[config.mk]
export PLATFORM = sky130hd
export DESIGN_NAME = keypad_frame_deframer_decoder_top_flat
export DESIGN_NICKNAME = d
export VERILOG_FILES = /design/src/hw/rtl/kfd_pkg.sv /design/src/hw/rtl/kfd_if.sv /design/src/hw/rtl/kfd_window.sv /design/src/hw/rtl/kfd_decode.sv /design/src/hw/rtl/keypad_frame_deframer_decoder_top.sv /design/src/flat_wrapper.sv
export SDC_FILE = /design/constraint.sdc
export NUM_CORES = 1
export LEC_CHECK = 0
export ABC_AREA = 1
export BUFFER_PORTS_ARGS = -buffer_cell sky130_fd_sc_hd__buf_2
export CORE_ASPECT_RATIO = 1.1
export CORE_UTILIZATION = 55
export DETAILED_ROUTE_END_ITERATION = 6
export PLACE_DENSITY = 0.89
export SYNTH_ARGS = -nofsm -noshare
export SYNTH_HDL_FRONTEND = slang
export SYNTH_SLANG_ARGS = --single-unit
[constraint.sdc]
create_clock -name i_clk -period 2.68 [get_ports i_clk]
set_input_delay 0.536 -clock i_clk [delete_from_list [all_inputs] [get_ports i_clk]]
set_output_delay 0.536 -clock i_clk [all_outputs]
set_load 0.02 [all_outputs]
[src/hw/rtl/kfd_pkg.sv]
// Shared types and constants for the keypad frame deframer and decoder.
`default_nettype none
package kfd_pkg;

    // Message kinds carried in msg_kind
    typedef enum logic [1:0] {
        KIND_TEACHER = 2'd0,
        KIND_STUDENT = 2'd1,
        KIND_SETID   = 2'd2
    } t_kind;

    // Frame class codes taken from bits 6..5 of the first byte
    localparam logic [1:0] CLS_KEY    = 2'd0;
    localparam logic [1:0] CLS_ANSWER = 2'd1;
    localparam logic [1:0] CLS_SETID  = 2'd2;

    // Sub-codes of the key class (bits 4..0 of the first byte)
    localparam logic [4:0] KEY_TEACHER = 5'd0;
    localparam logic [4:0] KEY_RUSH    = 5'd1;
    localparam logic [4:0] KEY_ANS_LO  = 5'd2;
    localparam logic [4:0] KEY_ANS_HI  = 5'd5;

    // Set-id frames need a zero sub-code in byte 1
    localparam logic [2:0] SETID_SUB   = 3'd0;

    // Answer codes: letters 0..5, rush 6
    localparam logic [2:0] ANSWER_NONE = 3'd0;
    localparam logic [2:0] ANSWER_LAST = 3'd5;
    localparam logic [2:0] ANSWER_RUSH = 3'd6;

    // Three-byte frame, first received byte first
    typedef struct packed {
        logic [7:0] b0;
        logic [7:0] b1;
        logic [7:0] b2;
    } t_frame;

    // Found-frame word handed from the window stage to the decoder
    typedef struct packed {
        logic   valid;
        t_frame frame;
    } t_frm_word;

endpackage
`default_nettype wire

[src/hw/rtl/kfd_if.sv]
// Handshake interfaces: received byte stream and decoded message stream.
`default_nettype none
interface kfd_byte_if;
    logic       valid;
    logic       ready;
    logic [7:0] rx_byte;

    modport source (output valid, output rx_byte, input ready);
    modport sink   (input valid, input rx_byte, output ready);
endinterface

interface kfd_msg_if;
    logic          valid;
    logic          ready;
    kfd_pkg::t_kind msg_kind;
    logic [8:0]    keypad_id;
    logic [2:0]    answer_code;
    logic [3:0]    teacher_key;
    logic [23:0]   raw_frame;

    modport source (output valid, output msg_kind, output keypad_id, output answer_code,
                    output teacher_key, output raw_frame, input ready);
    modport sink   (input valid, input msg_kind, input keypad_id, input answer_code,
                    input teacher_key, input raw_frame, output ready);
endinterface
`default_nettype wire

[src/hw/rtl/kfd_window.sv]
// Sliding three-byte window: frame check and registered found-frame word.
`default_nettype none
module kfd_window (
    input  wire logic               i_clk,
    input  wire logic               i_rst_n,
    input  wire logic               i_acc,
    input  wire logic [7:0]         i_byte,
    input  wire logic               i_en,
    output kfd_pkg::t_frm_word      o_frm
);
    import kfd_pkg::*;

    logic [7:0] r_b0, n_b0;
    logic [7:0] r_b1, n_b1;
    logic [1:0] r_fill, n_fill;
    logic       r_fvalid, n_fvalid;
    t_frame     r_frame;
    logic       full;
    logic       match;

    // Frame check on the held pair plus the incoming byte
    assign full  = (r_fill == 2'd2);
    assign match = full && !r_b0[7] && (i_byte == (r_b0 ^ r_b1));

    // Window update for an accepted word
    always_comb begin
        n_b0   = r_b0;
        n_b1   = r_b1;
        n_fill = r_fill;
        if (i_acc) begin
            if (!full) begin
                if (r_fill[0]) begin
                    n_b1 = i_byte;
                end else begin
                    n_b0 = i_byte;
                end
                n_fill = r_fill + 2'd1;
            end else if (match) begin
                n_b0   = '0;
                n_b1   = '0;
                n_fill = '0;
            end else begin
                n_b0 = r_b1;
                n_b1 = i_byte;
            end
        end
    end

    assign n_fvalid = i_acc && match;

    always_ff @(posedge i_clk) begin
        if (!i_rst_n) begin
            r_b0   <= '0;
            r_b1   <= '0;
            r_fill <= '0;
        end else begin
            r_b0   <= n_b0;
            r_b1   <= n_b1;
            r_fill <= n_fill;
        end
    end

    // Found-frame register, advances with the output stage
    always_ff @(posedge i_clk) begin
        if (!i_rst_n) begin
            r_fvalid <= 1'b0;
        end else if (i_en) begin
            r_fvalid <= n_fvalid;
        end
    end

    always_ff @(posedge i_clk) begin
        if (i_en) begin
            r_frame <= '{b0: r_b0, b1: r_b1, b2: i_byte};
        end
    end

    assign o_frm = '{valid: r_fvalid, frame: r_frame};

    // Fill count never goes past two held bytes
    a_fill_range: assert property (@(posedge i_clk) disable iff (!i_rst_n)
        r_fill != 2'd3) else $error("window fill out of range");

    // A found frame always empties the window
    a_frame_empties: assert property (@(posedge i_clk) disable iff (!i_rst_n)
        (i_acc && match) |=> (r_fill == 2'd0)) else $error("window not emptied");

    // A word taken into a part-filled window never yields a frame
    a_fill_no_frame: assert property (@(posedge i_clk) disable iff (!i_rst_n)
        (i_en && i_acc && !full) |=> !r_fvalid) else $error("frame from partial window");

endmodule
`default_nettype wire

[src/hw/rtl/kfd_decode.sv]
// Frame decoder with the result register that drives the message channel.
`default_nettype none
module kfd_decode (
    input  wire logic               i_clk,
    input  wire logic               i_rst_n,
    input  wire kfd_pkg::t_frm_word i_frm,
    output logic                    o_en,
    kfd_msg_if.source               o_msg
);
    import kfd_pkg::*;

    logic        r_valid;
    t_kind       r_kind, n_kind;
    logic [8:0]  r_id, n_id;
    logic [2:0]  r_ans, n_ans;
    logic [3:0]  r_tkey, n_tkey;
    logic [23:0] r_raw;
    logic        n_known;
    logic [1:0]  c1;
    logic [4:0]  k1;
    logic [2:0]  c2;
    logic [3:0]  k2;

    assign c1 = i_frm.frame.b0[6:5];
    assign k1 = i_frm.frame.b0[4:0];
    assign c2 = i_frm.frame.b1[6:4];
    assign k2 = i_frm.frame.b1[3:0];

    // The pipeline moves whenever the result register is free or being taken
    assign o_en = !r_valid || o_msg.ready;

    // Code decode
    always_comb begin
        n_known = 1'b0;
        n_kind  = KIND_STUDENT;
        n_id    = {5'd0, k2};
        n_ans   = ANSWER_NONE;
        n_tkey  = 4'd0;
        case (c1)
            CLS_KEY: begin
                if (k1 == KEY_TEACHER) begin
                    n_known = 1'b1;
                    n_kind  = KIND_TEACHER;
                    n_id    = '0;
                    n_tkey  = k2;
                end else if (k1 == KEY_RUSH) begin
                    n_known = 1'b1;
                    n_ans   = ANSWER_RUSH;
                end else if (k1 inside {[KEY_ANS_LO:KEY_ANS_HI]}) begin
                    n_known = 1'b1;
                    n_ans   = 3'(k1 - KEY_ANS_LO);
                end
            end
            CLS_ANSWER: begin
                n_known = 1'b1;
                n_ans   = (c2 <= ANSWER_LAST) ? c2 : ANSWER_RUSH;
            end
            CLS_SETID: begin
                if (c2 == SETID_SUB) begin
                    n_known = 1'b1;
                    n_kind  = KIND_SETID;
                    n_id    = {k1, k2};
                end
            end
            default: begin
                n_known = 1'b0;
            end
        endcase
    end

    // Result register
    always_ff @(posedge i_clk) begin
        if (!i_rst_n) begin
            r_valid <= 1'b0;
        end else if (o_en) begin
            r_valid <= i_frm.valid && n_known;
        end
    end

    always_ff @(posedge i_clk) begin
        if (o_en) begin
            r_kind <= n_kind;
            r_id   <= n_id;
            r_ans  <= n_ans;
            r_tkey <= n_tkey;
            r_raw  <= i_frm.frame;
        end
    end

    assign o_msg.valid       = r_valid;
    assign o_msg.msg_kind    = r_kind;
    assign o_msg.keypad_id   = r_id;
    assign o_msg.answer_code = r_ans;
    assign o_msg.teacher_key = r_tkey;
    assign o_msg.raw_frame   = r_raw;

    // A delivered message always carries a well-formed frame
    a_raw_checks: assert property (@(posedge i_clk) disable iff (!i_rst_n)
        r_valid |-> (!r_raw[23] && (r_raw[7:0] == (r_raw[23:16] ^ r_raw[15:8]))))
        else $error("message from bad frame");

    // Teacher messages carry keypad zero and no answer
    a_teacher_fields: assert property (@(posedge i_clk) disable iff (!i_rst_n)
        (r_valid && r_kind == KIND_TEACHER) |-> (r_id == 9'd0 && r_ans == ANSWER_NONE))
        else $error("teacher message fields");

    // Student ids fit a nibble and answers stop at rush
    a_student_fields: assert property (@(posedge i_clk) disable iff (!i_rst_n)
        (r_valid && r_kind == KIND_STUDENT) |->
        (r_id[8:4] == 5'd0 && r_ans <= ANSWER_RUSH && r_tkey == 4'd0))
        else $error("student message fields");

endmodule
`default_nettype wire

[src/hw/rtl/keypad_frame_deframer_decoder_top.sv]
// Top level of the keypad frame deframer and decoder.
//
// Takes one received byte per cycle on i_rx and slides a three-byte window
// over the stream; a window whose first byte has bit 7 clear and whose third
// byte is the XOR of the first two is a frame and is consumed whole, otherwise
// the oldest byte drops out. Frames with a known code come out on o_msg as one
// message (teacher key, student answer or set keypad id) with the raw frame;
// frames with an unknown code are consumed silently. One byte is taken per
// cycle while i_rx.ready is high; a message follows the byte closing its frame
// (found-frame register, then result register). i_rx.ready follows o_msg: it
// is low only while a message waits in the result register and is not taken.
`default_nettype none
module keypad_frame_deframer_decoder_top (
    input  wire logic   i_clk,
    input  wire logic   i_rst_n,
    kfd_byte_if.sink    i_rx,
    kfd_msg_if.source   o_msg
);
    import kfd_pkg::*;

    logic      en;
    logic      acc;
    t_frm_word frm;

    assign i_rx.ready = en;
    assign acc        = i_rx.valid && en;

    kfd_window u_window (
        .i_clk   (i_clk),
        .i_rst_n (i_rst_n),
        .i_acc   (acc),
        .i_byte  (i_rx.rx_byte),
        .i_en    (en),
        .o_frm   (frm)
    );

    kfd_decode u_decode (
        .i_clk   (i_clk),
        .i_rst_n (i_rst_n),
        .i_frm   (frm),
        .o_en    (en),
        .o_msg   (o_msg)
    );

endmodule
`default_nettype wire
[src/flat_wrapper.sv]
// flat-port wrapper written by rule: the top's interface ports become plain ports
module keypad_frame_deframer_decoder_top_flat import kfd_pkg::*;
  (i_clk, i_rst_n, i_rx_valid, i_rx_rx_byte, i_rx_ready, o_msg_valid, o_msg_msg_kind, o_msg_keypad_id, o_msg_answer_code, o_msg_teacher_key, o_msg_raw_frame, o_msg_ready);
  kfd_byte_if i_rx_i ();
  kfd_msg_if o_msg_i ();
  input  wire logic i_clk;
  input  wire logic i_rst_n;
  input wire logic [$bits(i_rx_i.valid)-1:0] i_rx_valid;
  input wire logic [$bits(i_rx_i.rx_byte)-1:0] i_rx_rx_byte;
  output wire logic [$bits(i_rx_i.ready)-1:0] i_rx_ready;
  output wire logic [$bits(o_msg_i.valid)-1:0] o_msg_valid;
  output wire logic [$bits(o_msg_i.msg_kind)-1:0] o_msg_msg_kind;
  output wire logic [$bits(o_msg_i.keypad_id)-1:0] o_msg_keypad_id;
  output wire logic [$bits(o_msg_i.answer_code)-1:0] o_msg_answer_code;
  output wire logic [$bits(o_msg_i.teacher_key)-1:0] o_msg_teacher_key;
  output wire logic [$bits(o_msg_i.raw_frame)-1:0] o_msg_raw_frame;
  input wire logic [$bits(o_msg_i.ready)-1:0] o_msg_ready;
  assign i_rx_i.valid = i_rx_valid;
  assign i_rx_i.rx_byte = i_rx_rx_byte;
  assign i_rx_ready = i_rx_i.ready;
  assign o_msg_valid = o_msg_i.valid;
  assign o_msg_msg_kind = o_msg_i.msg_kind;
  assign o_msg_keypad_id = o_msg_i.keypad_id;
  assign o_msg_answer_code = o_msg_i.answer_code;
  assign o_msg_teacher_key = o_msg_i.teacher_key;
  assign o_msg_raw_frame = o_msg_i.raw_frame;
  assign o_msg_i.ready = o_msg_ready;
  keypad_frame_deframer_decoder_top u_core (.i_clk(i_clk), .i_rst_n(i_rst_n), .i_rx(i_rx_i), .o_msg(o_msg_i));
endmodule
Word level (Yosys, flattened, before mapping)
Cells that the tools add are included.

cells by class
  order comparisons = 3
  equal/unequal tests = 7
  shifts and indexed selects = 0
  div/mod/pow operators = 0
  $mul = 0
  bitwise logic cells = 1
  $add $sub $neg = 2
  reductions and logical operators = 17
  muxes and demuxes = 24

operators with widths
  operator             count
  $mux 8               6
  $pmux 9 s2           1
  $mux 3               4
  $mux 9               1
  $eq 8x8->1           1
  $reduce_and 2->1     4
  $xor 8x8->8          1
  $logic_and 1x1->1    6
  $mux 2               3
  $pmux 3 s2           1
  $eq 5x1->1 const B   1
  $ge 5x2->1 const B   1
  $le 5x3->1 const B   1
  $logic_not 5->1      1
  $mux 1               5
  $eq 2x2->1 const B   2
  $mux 4               1
  $ne 2x1->1 const B   2
  $pmux 2 s2           1
  $le 3x3->1 const B   1
  $logic_not 3->1      1
  $pmux 1 s3           1
  $sub 3x2->3 const B  1
  $add 2x1->2 const B  1
  5 further kinds      6

storage, ports and cells
  input port bits = 12
  bits in registers = 86
  memories = 0
  word-level logic and storage cells = 67
  bits in read-only memories = 0
  bits in latches = 0
  RAM bits = 0

Longest topological paths before layout
  depth in word-level cells = 7
  gate-level depth with buffers = 11
  gate-level depth less buffers = 11

Cells and area by module
A second synthesis with hierarchy kept.

second synthesis, totals
  cells, all modules = 318
  area, all modules = 3,455.8 um2

modules (own cells, without submodules)
  module                             cells an instance  area each (um2)  times used  seq. area each (um2)
  kfd_window                         200                1,814.2          1           1,101.1
  kfd_decode                         116                1,634.1          1           1,281.2
  keypad_frame_deframer_decoder_top  2                  7.5              1           0.0

Worst setup path before layout
No wires, ideal clock.

  kind = input to register
  start = input port o_msg_ready
  end = register u_core.u_window.r_b0[0]
  buffers on the path = 0
  stages on the path = 7
  path slack = 0.377 ns
  data arrival time = 2.184 ns
  setup time = 0.119 ns
  cells stage by stage = nor2_1 > inv_2 > nand2_4 > nor2_1 > inv_1 > a21oi_1 > a21oi_1

on the way
  longest elaborated chain between the ends = 3

ends and longest elaborated chain
  item                               line                                     source
  from (decl)                        flat_wrapper.sv:17                       input wire logic [$bits(o_msg_i.ready)-1:0] o_msg_ready;
  $logic_or 1x1->1                   kfd_decode.sv:30                         assign o_en = !r_valid || o_msg.ready;
  net i_rx_ready                     flat_wrapper.sv:10                       output wire logic [$bits(i_rx_i.ready)-1:0] i_rx_ready;
  $logic_and 1x1->1                  keypad_frame_deframer_decoder_top.sv:26  assign acc = i_rx.valid && en;
  $reduce_and 2->1 (no source line)  --
  to (signal assigned)               kfd_window.sv:57                         r_b0 <= n_b0;
  to (decl)                          kfd_window.sv:13                         logic [7:0] r_b0, n_b0;

The timed path passes the listed nets, and every way through them passes these cells.
A chain may end at the register's enable or synchronous reset.

Final worst setup path
  start = register u_core.u_window.r_frame, in the netlist u_core.u_window.o_frm[17]
  end = register u_core.u_decode.r_ans[2], in the netlist u_core.u_decode.o_msg.answer_code[2] (data pin)

on the way
  longest elaborated chain between the ends = 6
  elaborated cells between the ends (all ways) = 10

ends and longest elaborated chain
  item                                             line              source
  from (decl)                                      kfd_window.sv:17  t_frame r_frame;
  from (signal assigned)                           kfd_window.sv:74  r_frame <= '{b0: r_b0, b1: r_b1, b2: i_byte};
  $ge 5x2->1 / $le 5x3->1 (equally long branches)  kfd_decode.sv:49  end else if (k1 inside {[KEY_ANS_LO:KEY_ANS_HI]}) begin
  $logic_and 1x1->1                                kfd_decode.sv:49
  $mux 3                                           kfd_decode.sv:49
  $mux 3                                           kfd_decode.sv:46  end else if (k1 == KEY_RUSH) begin
  $mux 3 (*)                                       kfd_decode.sv:41  if (k1 == KEY_TEACHER) begin
  $pmux 3 s2 (*)                                   kfd_decode.sv:39  case (c1)
  net u_core.u_decode.n_ans[2]                     kfd_decode.sv:15  logic [2:0] r_ans, n_ans;
  to (signal assigned)                             kfd_decode.sv:84  r_ans <= n_ans;
  to (decl)                                        kfd_decode.sv:15

The timed path passes the listed nets; every way through them passes the cells marked *.

==> impl_metrics.py <==
metrics = {
    "status": {
        "status": "finished, final reports clean",
    },
    "detailed_routing": {
        "drcViolationCount": 0,
        "wl_per_cell_um": 15.1,
        "met2_length_mm": 3.58,
        "top_layer": "met4",
        "wl_mm": 6.87,
        "met1Wirelength_mm": 2.62,
        "drt-initial-drc-count": 210,
        "vias": 2479,
        "avgViaCountPerCell": 5.44,
        "wl_met3_um": 398,
        "drtPass1Iterations": 5,
        "postRouteAntennaNets": 0,
    },
    "sta": {
        "min_period_ps": 1980,
        "max_clock_freq_mhz": 506,
        "maxSlewHeadroom": 0.618,
        "tightestPinTransition_ps": 574,
        "final-hold-violation-count": 0,
        "rsz0062_at_grt": "no",
        "post-route-period-util": 0.738,
        "setup_viol": 0,
        "clock_skew_ps": 9.15,
        "setup_slack_ps": 702,
        "maxSlewViolCount": 0,
        "tns_ps": 0,
    },
    "layout": {
        "syn_to_final_growth_pct": 17.9,
        "final_cell_area_mm2": 0.00402,
        "fin_nets": 389,
        "fin_cells": 456,
        "final_util": 0.683,
        "nFillCells": 408,
        "drive_gt1_frac": 0.211,
        "n_antenna_cell": 0,
    },
    "job": {
        "cap_violations": 0,
    },
    "floorplan": {
        "std_cell_rows": 29,
        "fp.dieW_um": 77.0,
        "start_util": 0.579,
        "dieArea_mm2": 0.00651,
        "ios": 56,
        "die_h_um": 84.5,
        "coreArea_mm2": 0.00588,
    },
    "logic_synthesis": {
        "syn_nets": 324,
        "syn_inst": 309,
        "muxShareOfSynthArea": 0,
        "syn_area_mm2": 0.00340,
        "ys_ff_latch": 86,
        "synth_warnings": 0,
        "synth_area_per_cell_um2": 11.0,
        "ys_seq_area_frac": 0.700,
        "synthAdderAreaFrac": 0.0110,
        "synth-xor-area-share": 0,
        "synth_compound_area_frac": 0.0728,
        "synth_top_family_by_area": "simple AND/OR/NAND/NOR gates",
        "synth_cell_types": 25,
        "synthSimpleGateAreaFrac": 0.160,
    },
    "global_routing": {
        "first_global_vias": 2331,
        "antenna_found_initial": 0,
        "overflow": 0,
        "grt_start_max_net_pins": 34,
        "grt_pass1_wl_mm": 10.9,
        "grt_usage": 0.224,
    },
    "cts": {
        "cts_resized": 0,
        "cts_root_buf": "clkbuf_8",
        "cts.clk_slew.worst_paths_ps": 80,
        "cts_buffer_depth": 2,
        "numCtsBuffers": 9,
        "worstSkewPairLatency_ps": 350,
        "cts_tree": "built",
        "post_cts_buffers": 0,
        "clkSinkCount": 86,
        "holdBufCountCts": 0,
        "cts_max_level": 3,
    },
    "worst_setup_path": {
        "path_max_fanout": 7,
        "critPathCaptureType": "flop",
        "worst-setup-path-type": "reg -> reg",
        "critPathLaunchType": "flop",
        "crit_arrival_ps": 2160,
        "required_ps": 2860,
    },
    "pwr": {
        "peakVddDrop_v": 0.000331,
        "leakage_uw": 0.00179,
        "p_per_area_mw_per_mm2": 731,
    },
    "placed_design": {
        "placed_area_mm2": 0.00378,
        "dp_hpwl_mm": 4.46,
        "place_ws_ps": 532,
        "gp_congestion": 0.868,
        "dp_cells": 440,
        "io_buffers": 55,
    },
    "hold_path": {
        "min_path_type": "reg -> reg",
    },
}
per-stage QoR:
step / total power [uW] / hold slack, ps
finish: 2940 / 424
global route: 3040 / 424
CTS: 2940 / 420
detailed placement: 1900 / 407
global placement: 1880 / 402
floorplan: 1800 / 400
worst max-delay path, stage by stage, from the launching register on:
cell and delay, ps:
edfxtp_1 490, inv_1 160, ha_1 230, nand2_1 60, inv_1 40, o21ai_0 170, nand3_1 210, o21ai_0 230
nand3_1 130, o21ai_0 110
routing by layer:
metal / global-route usage / up-vias
met3: 0.0315 / 26
met1: 0.256 / 1147
met5: 0 / -
met4: 0.166 / 0
li1: - / 1174
met2: 0.383 / 132
final cells by class:
class,instances,area [um^2],share of cell area
multi-input cells,172,830,0.207
repair buffers,57,290,0.0723
clock inverters,7,113,0.0280
clock buffers,9,124,0.0309
inverters,48,180,0.0449
well taps,77,96.3,0.0240
flip-flops and latches,86,2380,0.593
Yosys cell counts:
cell / instances / area, um^2
nand2_1: 64 / 240
buf_1: 1 / 3.75
or2_0: 1 / 6.26
o21ai_0: 15 / 75.1
o21bai_1: 1 / 7.51
nor2_1: 23 / 86.3
ha_1: 3 / 37.5
edfxtp_1: 66 / 1980
nand3b_1: 3 / 22.5
inv_2: 1 / 3.75
nand2_2: 1 / 6.26
a21oi_2: 1 / 8.76
nor2_4: 1 / 11.3
nand2_4: 2 / 22.5
nand4_1: 2 / 12.5
nand3_2: 1 / 10.0
nor3_1: 2 / 10.0
buf_2: 1 / 5.00
inv_1: 47 / 176
nand3_1: 22 / 110
nor2_2: 1 / 6.26
clkbuf_1: 1 / 3.75
o22ai_1: 9 / 56.3
a21oi_1: 20 / 100
dfxtp_1: 20 / 400
sequential cells by signal, summed over array words and instances, names as in the netlist:
| name | flops |
|---|---|
| u_core.u_decode.o_msg.raw_frame | 24 |
| u_core.u_window.o_frm | 24 |
| u_core.u_decode.o_msg.keypad_id | 9 |
| u_core.u_window.r_b0 | 8 |
| u_core.u_window.r_b1 | 8 |
| u_core.u_decode.o_msg.teacher_key | 4 |
| u_core.u_decode.o_msg.answer_code | 3 |
| u_core.u_decode.o_msg.msg_kind | 2 |
| u_core.u_window.r_fill | 2 |
| u_core.u_decode.o_msg.valid | 1 |
| u_core.u_window.r_fvalid | 1 |
placed cells by master (no fill, tap or decap), types with 2 or more instances in the layout:
| cell | netlist | final |
|---|---|---|
| nor3_1 | 2 | 2 |
| nand2_4 | 2 | 2 |
| o21ai_0 | 15 | 15 |
| dfxtp_1 | 20 | 20 |
| clkinv_2 | 0 | 2 |
| a21oi_1 | 20 | 20 |
| edfxtp_1 | 66 | 66 |
| inv_1 | 47 | 47 |
| buf_2 | 1 | 55 |
| clkbuf_8 | 0 | 9 |
| nand3b_1 | 3 | 3 |
| buf_4 | 0 | 2 |
| nand3_1 | 22 | 22 |
| nor2_1 | 23 | 23 |
| nand2_1 | 64 | 64 |
| nand4_1 | 2 | 2 |
| ha_1 | 3 | 3 |
| o22ai_1 | 9 | 9 |
| bufinv_16 | 0 | 3 |
cells by family (layout without fill, tap and decap cells):
kind of cell / count (synthesis) / count (layout)
and+or+nand+nor: 123 / 123
DFF: 86 / 86
AOI/OAI and AO/OA: 46 / 46
adders and majority gates: 3 / 3
buffers and inverters: 51 / 121
where the power goes:
part           total (uW)  switching [uW]  leakage [uW]  internal (uW)
Combinational         308             212      0.000738           95.3
Clock                1050             439      0.000121            614
Sequential           1580            53.7      0.000933           1520
final timing paths:
path | slack, ps | cells after the start | from | endpoint
max | 700 | 9 | u_core.u_window.o_frm[17] | u_core.u_decode.o_msg.answer_code[2]
min | 420 | 0 | u_core.u_window.o_frm[1] | u_core.u_decode.o_msg.raw_frame[1]
max reg2reg | 700 | 9 | u_core.u_window.o_frm[17] | u_core.u_decode.o_msg.answer_code[2]
min reg2reg | 420 | 0 | u_core.u_window.o_frm[1] | u_core.u_decode.o_msg.raw_frame[1]
Power figures use the tool's default switching activity.
